## src/design/mpdt_pkg.sv

```systemverilog
// shared types and constants for the match point dedup table
// no dependencies; used by match_point_dedup_table
package mpdt_pkg;

  localparam int SCORE_W    = 16;
  localparam int SCALE_W    = 16;
  localparam int SCALE_FRAC = 12;
  localparam int THR_W      = 25;
  localparam int CFG_DATA_W = 25;
  localparam int CFG_IDX_W  = 2;

  localparam logic [CFG_IDX_W-1:0] REG_DIST_THR = 2'd0;
  localparam logic [CFG_IDX_W-1:0] REG_SCALE_X  = 2'd1;
  localparam logic [CFG_IDX_W-1:0] REG_SCALE_Y  = 2'd2;

  localparam logic MODE_OFFER = 1'b0;
  localparam logic MODE_READ  = 1'b1;

  localparam logic [THR_W-1:0]   THR_RESET   = 25'd100;
  localparam logic [SCALE_W-1:0] SCALE_RESET = 16'd4096;

  typedef enum logic [3:0] {
    S_IDLE,
    S_SCALE_X,
    S_SCALE_Y,
    S_SAT_Y,
    S_RD,
    S_DX,
    S_DY,
    S_CMP,
    S_APPEND,
    S_SORT,
    S_SORT_LAST,
    S_FETCH,
    S_EMIT
  } state_t;

endpackage

```

## src/design/mpdt_ram.sv

```systemverilog
// generic single write port, single read port ram with registered read
// no dependencies; holds the match slots of match_point_dedup_table
module mpdt_ram #(
  parameter int WIDTH = 40,
  parameter int DEPTH = 16
) (
  input  logic                     clk,
  input  logic                     we,
  input  logic [$clog2(DEPTH)-1:0] waddr,
  input  logic [WIDTH-1:0]         wdata,
  input  logic [$clog2(DEPTH)-1:0] raddr,
  output logic [WIDTH-1:0]         rdata
);

  logic [WIDTH-1:0] mem [DEPTH];

  always_ff @(posedge clk) begin
    if (we) begin
      mem[waddr] <= wdata;
    end
    rdata <= mem[raddr];
  end

endmodule

```

## src/design/match_point_dedup_table.sv

```systemverilog
// match point dedup table: distance based suppression of candidate match points
// depends on mpdt_pkg and mpdt_ram
//
// usage: a command beat is taken when start is high and busy is low.
// in_mode 0 offers a candidate point; in_mode 1 reads out the stored matches in
// descending score order (ties: lower slot first) and then clears the table.
// config writes (cfg_we, cfg_index, cfg_data) are taken at once; the user must
// make them only while idle; the block does not enforce this. a candidate
// flagged infinite is skipped and busy stays low; any other is scaled and set
// up, compared with each stored match (slot read, two squares on the one shared
// multiplier, compare) and appended if there is room, else sets the overflow
// flag; a close match stops the compares and is replaced if the candidate
// scores higher. each readout beat follows a slot ram scan and a fetch; an
// empty table gives one invalid result in the cycle after the command.
// each result is on the out_ ports for one cycle, marked by out_valid; the
// receiver cannot stall. busy drops the cycle the last result is shown.
// reset clears the table count and overflow flag and loads the config defaults;
// slot contents are never read before being written, so they need no clearing.
module match_point_dedup_table #(
  parameter int MAX_MATCHES = 16,
  parameter int COORD_BITS  = 12
) (
  input  logic                                   clk,
  input  logic                                   rst_n,
  input  logic                                   start,
  output logic                                   busy,
  input  logic                                   in_mode,
  input  logic [COORD_BITS-1:0]                  in_cand_x,
  input  logic [COORD_BITS-1:0]                  in_cand_y,
  input  logic signed [mpdt_pkg::SCORE_W-1:0]    in_cand_score,
  input  logic                                   in_score_infinite,
  input  logic                                   cfg_we,
  input  logic [mpdt_pkg::CFG_IDX_W-1:0]         cfg_index,
  input  logic [mpdt_pkg::CFG_DATA_W-1:0]        cfg_data,
  output logic                                   out_valid,
  output logic [COORD_BITS-1:0]                  out_match_x,
  output logic [COORD_BITS-1:0]                  out_match_y,
  output logic signed [mpdt_pkg::SCORE_W-1:0]    out_score,
  output logic [$clog2(MAX_MATCHES+1)-1:0]       out_match_count,
  output logic                                   out_overflowed,
  output logic                                   out_result_valid,
  output logic                                   out_last_result
);

  localparam int CB    = COORD_BITS;
  localparam int SW    = mpdt_pkg::SCORE_W;
  localparam int CNT_W = $clog2(MAX_MATCHES+1);
  localparam int IDX_W = $clog2(MAX_MATCHES);
  localparam int E_W   = 2*CB + SW;
  localparam int MB_W  = mpdt_pkg::SCALE_W;
  localparam int MP_W  = CB + MB_W;
  localparam int SUM_W = MP_W + 1;
  localparam int SF    = mpdt_pkg::SCALE_FRAC;

  mpdt_pkg::state_t state_r, state_nxt;

  logic [mpdt_pkg::THR_W-1:0]   thr_r;
  logic [mpdt_pkg::SCALE_W-1:0] scl_x_r, scl_y_r;

  logic [CB-1:0]        cx_r, cy_r, px_r, py_r, dy_r;
  logic signed [SW-1:0] cs_r, best_score_r;
  logic [MP_W-1:0]      prod_r, acc_r;
  logic [IDX_W-1:0]     idx_r, best_r, cmp_idx_r;
  logic [CNT_W-1:0]     count_r, k_r;
  logic                 ovf_r, have_r, cmp_v_r;
  logic [MAX_MATCHES-1:0] used_r;

  logic [E_W-1:0]       rd_data;
  logic [CB-1:0]        e_x, e_y, dx;
  logic signed [SW-1:0] e_s;
  logic [SUM_W-1:0]     dist_sum;
  logic                 close, higher, last_pass, last_emit, sat_hi;
  logic [CB+3:0]        shifted;
  logic [CB-1:0]        sat_val;

  logic [CB-1:0]        mul_a;
  logic [MB_W-1:0]      mul_b;
  logic [MP_W-1:0]      mul_p;
  logic                 ram_we;
  logic [IDX_W-1:0]     ram_waddr, ram_raddr;
  logic [E_W-1:0]       ram_wdata;

  mpdt_ram #(.WIDTH(E_W), .DEPTH(MAX_MATCHES)) u_slots (
    .clk   (clk),
    .we    (ram_we),
    .waddr (ram_waddr),
    .wdata (ram_wdata),
    .raddr (ram_raddr),
    .rdata (rd_data)
  );

  // datapath
  always_comb begin
    e_x       = rd_data[E_W-1 -: CB];
    e_y       = rd_data[SW +: CB];
    e_s       = $signed(rd_data[SW-1:0]);
    dx        = (e_x > px_r) ? (e_x - px_r) : (px_r - e_x);
    dist_sum  = SUM_W'(acc_r) + SUM_W'(prod_r);
    close     = dist_sum < SUM_W'(thr_r);
    higher    = cs_r > e_s;
    last_pass = (CNT_W'(idx_r) + CNT_W'(1)) == count_r;
    last_emit = (k_r + CNT_W'(1)) == count_r;
    shifted   = prod_r[MP_W-1:SF];
    sat_hi    = |shifted[CB+3:CB];
    sat_val   = sat_hi ? {CB{1'b1}} : shifted[CB-1:0];
    mul_p     = MP_W'(mul_a) * MP_W'(mul_b);
  end

  // next state
  always_comb begin
    state_nxt = state_r;
    case (state_r)
      mpdt_pkg::S_IDLE: begin
        if (start) begin
          if (in_mode == mpdt_pkg::MODE_OFFER) begin
            state_nxt = in_score_infinite ? mpdt_pkg::S_IDLE : mpdt_pkg::S_SCALE_X;
          end else begin
            state_nxt = (count_r == '0) ? mpdt_pkg::S_IDLE : mpdt_pkg::S_SORT;
          end
        end
      end
      mpdt_pkg::S_SCALE_X: state_nxt = mpdt_pkg::S_SCALE_Y;
      mpdt_pkg::S_SCALE_Y: state_nxt = mpdt_pkg::S_SAT_Y;
      mpdt_pkg::S_SAT_Y: begin
        state_nxt = (count_r == '0) ? mpdt_pkg::S_APPEND : mpdt_pkg::S_RD;
      end
      mpdt_pkg::S_RD: state_nxt = mpdt_pkg::S_DX;
      mpdt_pkg::S_DX: state_nxt = mpdt_pkg::S_DY;
      mpdt_pkg::S_DY: state_nxt = mpdt_pkg::S_CMP;
      mpdt_pkg::S_CMP: begin
        if (close) begin
          state_nxt = mpdt_pkg::S_IDLE;
        end else begin
          state_nxt = last_pass ? mpdt_pkg::S_APPEND : mpdt_pkg::S_RD;
        end
      end
      mpdt_pkg::S_APPEND: state_nxt = mpdt_pkg::S_IDLE;
      mpdt_pkg::S_SORT: begin
        state_nxt = last_pass ? mpdt_pkg::S_SORT_LAST : mpdt_pkg::S_SORT;
      end
      mpdt_pkg::S_SORT_LAST: state_nxt = mpdt_pkg::S_FETCH;
      mpdt_pkg::S_FETCH: state_nxt = mpdt_pkg::S_EMIT;
      mpdt_pkg::S_EMIT: begin
        state_nxt = last_emit ? mpdt_pkg::S_IDLE : mpdt_pkg::S_SORT;
      end
      default: state_nxt = mpdt_pkg::S_IDLE;
    endcase
  end

  // outputs of the sequencer
  always_comb begin
    busy      = state_r != mpdt_pkg::S_IDLE;
    mul_a     = '0;
    mul_b     = '0;
    ram_we    = 1'b0;
    ram_waddr = idx_r;
    ram_wdata = {px_r, py_r, cs_r};
    ram_raddr = (state_r == mpdt_pkg::S_FETCH) ? best_r : idx_r;
    case (state_r)
      mpdt_pkg::S_SCALE_X: begin
        mul_a = cx_r;
        mul_b = scl_x_r;
      end
      mpdt_pkg::S_SCALE_Y: begin
        mul_a = cy_r;
        mul_b = scl_y_r;
      end
      mpdt_pkg::S_DX: begin
        mul_a = dx;
        mul_b = MB_W'(dx);
      end
      mpdt_pkg::S_DY: begin
        mul_a = dy_r;
        mul_b = MB_W'(dy_r);
      end
      mpdt_pkg::S_CMP: begin
        ram_we = close && higher;
      end
      mpdt_pkg::S_APPEND: begin
        ram_we    = count_r < CNT_W'(MAX_MATCHES);
        ram_waddr = count_r[IDX_W-1:0];
      end
      default: begin
      end
    endcase
  end

  // control state
  always_ff @(posedge clk) begin
    if (!rst_n) begin
      state_r   <= mpdt_pkg::S_IDLE;
      thr_r     <= mpdt_pkg::THR_RESET;
      scl_x_r   <= mpdt_pkg::SCALE_RESET;
      scl_y_r   <= mpdt_pkg::SCALE_RESET;
      count_r   <= '0;
      ovf_r     <= 1'b0;
      out_valid <= 1'b0;
      used_r    <= '0;
      have_r    <= 1'b0;
      cmp_v_r   <= 1'b0;
      k_r       <= '0;
      idx_r     <= '0;
    end else begin
      state_r   <= state_nxt;
      out_valid <= 1'b0;
      if (cfg_we) begin
        case (cfg_index)
          mpdt_pkg::REG_DIST_THR: thr_r   <= cfg_data[mpdt_pkg::THR_W-1:0];
          mpdt_pkg::REG_SCALE_X:  scl_x_r <= cfg_data[mpdt_pkg::SCALE_W-1:0];
          mpdt_pkg::REG_SCALE_Y:  scl_y_r <= cfg_data[mpdt_pkg::SCALE_W-1:0];
          default: begin
          end
        endcase
      end
      case (state_r)
        mpdt_pkg::S_IDLE: begin
          if (start && in_mode == mpdt_pkg::MODE_READ) begin
            used_r  <= '0;
            k_r     <= '0;
            idx_r   <= '0;
            have_r  <= 1'b0;
            cmp_v_r <= 1'b0;
            if (count_r == '0) begin
              out_valid <= 1'b1;
              ovf_r     <= 1'b0;
            end
          end
        end
        mpdt_pkg::S_SAT_Y: idx_r <= '0;
        mpdt_pkg::S_CMP: begin
          if (!close) begin
            idx_r <= idx_r + IDX_W'(1);
          end
        end
        mpdt_pkg::S_APPEND: begin
          if (count_r < CNT_W'(MAX_MATCHES)) begin
            count_r <= count_r + CNT_W'(1);
          end else begin
            ovf_r <= 1'b1;
          end
        end
        mpdt_pkg::S_SORT, mpdt_pkg::S_SORT_LAST: begin
          cmp_v_r <= state_r == mpdt_pkg::S_SORT;
          if (state_r == mpdt_pkg::S_SORT) begin
            idx_r <= idx_r + IDX_W'(1);
          end
          if (cmp_v_r && !used_r[cmp_idx_r] && (!have_r || e_s > best_score_r)) begin
            have_r <= 1'b1;
          end
        end
        mpdt_pkg::S_EMIT: begin
          out_valid      <= 1'b1;
          used_r[best_r] <= 1'b1;
          k_r            <= k_r + CNT_W'(1);
          idx_r          <= '0;
          have_r         <= 1'b0;
          cmp_v_r        <= 1'b0;
          if (last_emit) begin
            count_r <= '0;
            ovf_r   <= 1'b0;
          end
        end
        default: begin
        end
      endcase
    end
  end

  // payload
  always_ff @(posedge clk) begin
    prod_r <= mul_p;
    case (state_r)
      mpdt_pkg::S_IDLE: begin
        cx_r <= in_cand_x;
        cy_r <= in_cand_y;
        cs_r <= in_cand_score;
        if (start && in_mode == mpdt_pkg::MODE_READ && count_r == '0) begin
          out_match_x      <= '0;
          out_match_y      <= '0;
          out_score        <= '0;
          out_match_count  <= '0;
          out_overflowed   <= ovf_r;
          out_result_valid <= 1'b0;
          out_last_result  <= 1'b1;
        end
      end
      mpdt_pkg::S_SCALE_Y: px_r <= sat_val;
      mpdt_pkg::S_SAT_Y:   py_r <= sat_val;
      mpdt_pkg::S_DX:      dy_r <= (e_y > py_r) ? (e_y - py_r) : (py_r - e_y);
      mpdt_pkg::S_DY:      acc_r <= prod_r;
      mpdt_pkg::S_SORT, mpdt_pkg::S_SORT_LAST: begin
        if (state_r == mpdt_pkg::S_SORT) begin
          cmp_idx_r <= idx_r;
        end
        if (cmp_v_r && !used_r[cmp_idx_r] && (!have_r || e_s > best_score_r)) begin
          best_r       <= cmp_idx_r;
          best_score_r <= e_s;
        end
      end
      mpdt_pkg::S_EMIT: begin
        out_match_x      <= e_x;
        out_match_y      <= e_y;
        out_score        <= e_s;
        out_match_count  <= count_r;
        out_overflowed   <= ovf_r;
        out_result_valid <= 1'b1;
        out_last_result  <= last_emit;
      end
      default: begin
      end
    endcase
  end

  a_count_bound: assert property (@(posedge clk) disable iff (!rst_n)
    count_r <= CNT_W'(MAX_MATCHES))
    else $error("slot count above table depth");

  a_empty_result: assert property (@(posedge clk) disable iff (!rst_n)
    out_valid && !out_result_valid |-> out_last_result && out_match_count == '0)
    else $error("invalid result beat not a lone empty readout");

  a_clear_on_last: assert property (@(posedge clk) disable iff (!rst_n)
    out_valid && out_last_result |-> count_r == '0 && !ovf_r)
    else $error("table not cleared after last readout beat");

  a_skip_infinite: assert property (@(posedge clk) disable iff (!rst_n)
    start && !busy && in_mode == mpdt_pkg::MODE_OFFER && in_score_infinite
      |=> !busy && !out_valid)
    else $error("infinite candidate started work");

endmodule

```

## config.mk

```make
export PLATFORM = sky130hd
export DESIGN_NAME = match_point_dedup_table
export DESIGN_NICKNAME = d
export VERILOG_FILES = /design/src/design/mpdt_pkg.sv /design/src/design/mpdt_ram.sv /design/src/design/match_point_dedup_table.sv
export SDC_FILE = /design/constraint.sdc
export NUM_CORES = 2
export LEC_CHECK = 0
export BUFFER_PORTS_ARGS = -buffer_cell sky130_fd_sc_hd__buf_2
export CAP_MARGIN = 20
export CORE_ASPECT_RATIO = 1.1
export CORE_MARGIN = 2
export CORE_UTILIZATION = 60
export DETAILED_ROUTE_END_ITERATION = 8
export PLACE_DENSITY = 0.86
export SETUP_SLACK_MARGIN = 0.4
export SYNTH_ARGS = -nofsm -noshare
export SYNTH_HDL_FRONTEND = slang
export SYNTH_HIERARCHICAL = 1
export SYNTH_SLANG_ARGS = --single-unit
export TNS_END_PERCENT = 10
```

## constraint.sdc

```tcl
create_clock -name clk -period 20.4 [get_ports clk]
set_input_delay 2.04 -clock clk [delete_from_list [all_inputs] [get_ports clk]]
set_output_delay 2.04 -clock clk [all_outputs]
set_load 0.02 [all_outputs]
```

==> results.cfg <==
[critical_path]
cpMostUsedCell = fa_1
critPathSlowestCell = a32oi_1
slowest_delay_ns = 0.94
cp-end-kind = flop
reg2reg_from = px_r[0]
critical_path_class = flop to flop
start_kind = flop
critPathBufInv = 3
required_ns = 20.98
critPathArrivalTime_ns = 10.36
crit_start = px_r[0]
critPathMaxFanout = 18
cp_top_family = compound AO/OA/AOI/OAI gates

[global_routing]
grt_util_met1_pct = 39.0
antenna_found_initial = 4
grt_pass1_vias = 30200
grt_pass1_wl_mm = 186
grt.total_usage_pct = 30.6
grt_busiest_layer = met2
met2_usage_pct = 51.0
grt.overflow.total = 0
grt_max_degree = 94
use_met3_pct = 5.64

[placed_design]
portBuffers = 122
globalplace.congestion = 0.961
post-place-ws_ns = 10.87
post_dp_cell_area_um2 = 48900
hpwl_mm = 74.0

[layout]
area_delta_synth_final_pct = 10.5
fin_area_um2 = 52200
fin_nets = 3877
num_antenna_cells = 0
drive_gt1_share_pct = 14.2

[timing]
setup_viol = 0
finClkSkew_ns = 0.0464
fin_crit_sh_pct = 48.0
min_period_ns = 9.78
hold_viol = 0
setup_slack_ns = 10.62
worst_pin_slew_ns = 1.31
final.setup.tns_ns = 0
drv_slew = 0
rsz0062_at_grt = false
fmax_mhz = 102
relSlewSlack_pct = 12.4

[route]
drtIter0Drc = 3968
antenna_left = 0
drc = 0
vias = 29600
wl_per_cell_um = 27.0
viasPerCell = 6.47
drt_wl_total_mm = 123
dr.pass1.iters = 6

[clock_tree]
cts_hold_buf = 0
cts.sink_count = 979
post_cts_buffers = 0
numCtsBuffers = 93
cts_tree = yes
cts_resized = 0
cts_root_buffer = clkbuf_16
clock_latency_ns = 0.69
cts.clk_slew.worst_paths_ns = 0.07
clk_path_buf_depth = 3
htreeDepth = 3

[die]
floorplan.rows = 107
die-width_um = 272
chipHeight_um = 298
start_util_pct = 60.8
die_area_um2 = 81100
num_io_pins = 123
placeableCoreArea_um2 = 77800

[logic_synthesis]
yosysTopAreaCell = edfxtp_1
synthTopCellsByArea = edfxtp_1 (52%), dfxtp_1 (6.9%), fa_1 (6.1%)
syn-mean-instance-area_um2 = 14.2
ys_warn_count = 6
synth_nets = 3756
async_flop_share_pct = 0
synthCells = 3338
synth-seq-cells = 979
synth_cell_type_count = 94
post-synth-top-area-fraction_pct = 51.8
syn_area_um2 = 47300
synth_edf_count = 816
seq_area_frac_synth_pct = 58.7
ys_dominant_reg_cell = edfxtp_1

[worst_hold_path]
hp-class = flop to flop
min_from = ovf_r

[power_and_ir_drop]
power.density_nw_per_um2 = 78.8
p_leak_nw = 19.4
ir_worst_vdd_v = 0.000102

[outcome]
status = finished, final reports clean

[run]
drv_cap = 0
[Yosys cell counts (14+ instances only)]
| library cell | count |
|---|---|
| a21boi_0 | 63 |
| a21o_1 | 44 |
| a21oi_1 | 105 |
| a22oi_1 | 93 |
| and2_1 | 51 |
| buf_2 | 27 |
| clkbuf_1 | 85 |
| dfxtp_1 | 163 |
| edfxtp_1 | 816 |
| fa_1 | 145 |
| ha_1 | 200 |
| inv_1 | 319 |
| mux4_1 | 60 |
| mux4_2 | 105 |
| nand2_1 | 341 |
| nand2b_1 | 37 |
| nand3_1 | 36 |
| nand4_1 | 18 |
| nor2_1 | 160 |
| nor2b_1 | 35 |
| nor3_1 | 28 |
| o211ai_1 | 14 |
| o21ai_0 | 65 |
| xnor2_1 | 50 |
| xor2_1 | 28 |
[power by group]
| group | switching (mW) | internal [mW] | total, mW |
|---|---|---|---|
| sequential | 0.0184 | 2.17 | 2.19 |
| clock | 0.784 | 1.06 | 1.85 |
| combinational | 0.0530 | 0.0275 | 0.0805 |
| total | 0.855 | 3.26 | 4.11 |
[kinds of logic (layout without fill, tap and decap cells)]
| family | after synthesis | in the layout | share of synthesized area (%) |
|---|---|---|---|
| DFF | 979 | 979 | 58.7 |
| muxes | 188 | 188 | 8.87 |
| and+or+nand+nor | 764 | 764 | 7.46 |
| buffers and inverters | 453 | 655 | 4.14 |
| AOI/OAI and AO/OA | 531 | 531 | 7.93 |
| adders and majority gates | 345 | 345 | 11.4 |
| xor gates and xnor gates | 78 | 78 | 1.44 |
[layer usage]
| metal | wire length (um) | vias to the layer above |
|---|---|---|
| met2 | 60300 | 2063 |
| met1 | 43300 | 14600 |
| li1 | - | 12500 |
| met5 | 36 | - |
| met4 | 6280 | 6 |
| met3 | 13500 | 392 |
[flip-flops by register name, indices dropped and copies added, names as in the netlist, 25 cells and up]
register and count:
acc_r 28, prod_r 28, thr_r 25, u_slots/mem 640, u_slots/rdata 40
[layout make-up]
cell class,count,area [um2]
clock buffer,126,2570
clock inverter,50,728
fill,4951,25600
inverter,319,1200
multi-input combinational,1906,17800
sequential,979,27800
tap,1035,1290
timing repair buffer,160,896
[per-stage QoR]
stage	cells	total power [mW]	utilization (%)	hold WS, ns
final	4575	4.11	67.1	0.440
after detailed placement	4399	2.31	62.9	0.427
after CTS	4575	4.12	67.1	0.446
after global placement	4399	2.30	62.9	0.429
after floorplan	3338	2.27	-	0.408
after global routing	4575	4.21	67.1	0.454
[worst paths after layout]
path              cells after the start        endpoint  slack (ns)
setup / recovery                     31      prod_r[27]       10.62
hold reg to reg                       0  out_overflowed        0.44
hold / removal                        0  out_overflowed        0.44
setup reg to reg                     31      prod_r[27]       10.62
[placed cells by master (no fill, tap or decap), drive strengths merged, types with 7 or more instances in the layout]
| master | instances |
|---|---|
| a211oi | 11 |
| a21boi | 63 |
| a21o | 45 |
| a21oi | 106 |
| a221o | 13 |
| a221oi | 8 |
| a22oi | 94 |
| a31oi | 13 |
| and2 | 52 |
| and3 | 14 |
| buf | 160 |
| bufinv | 13 |
| clkbuf | 126 |
| clkinv | 27 |
| dfxtp | 163 |
| edfxtp | 816 |
| fa | 145 |
| ha | 200 |
| inv | 325 |
| mux2 | 14 |
| mux2i | 9 |
| mux4 | 165 |
| nand2 | 343 |
| nand2b | 37 |
| nand3 | 38 |
| nand4 | 18 |
| nor2 | 161 |
| nor2b | 35 |
| nor3 | 28 |
| o211ai | 16 |
| o21a | 10 |
| o21ai | 79 |
| o21bai | 11 |
| o22ai | 7 |
| xnor2 | 50 |
| xor2 | 28 |
Note: power is estimated with default switching activity, not from simulation.
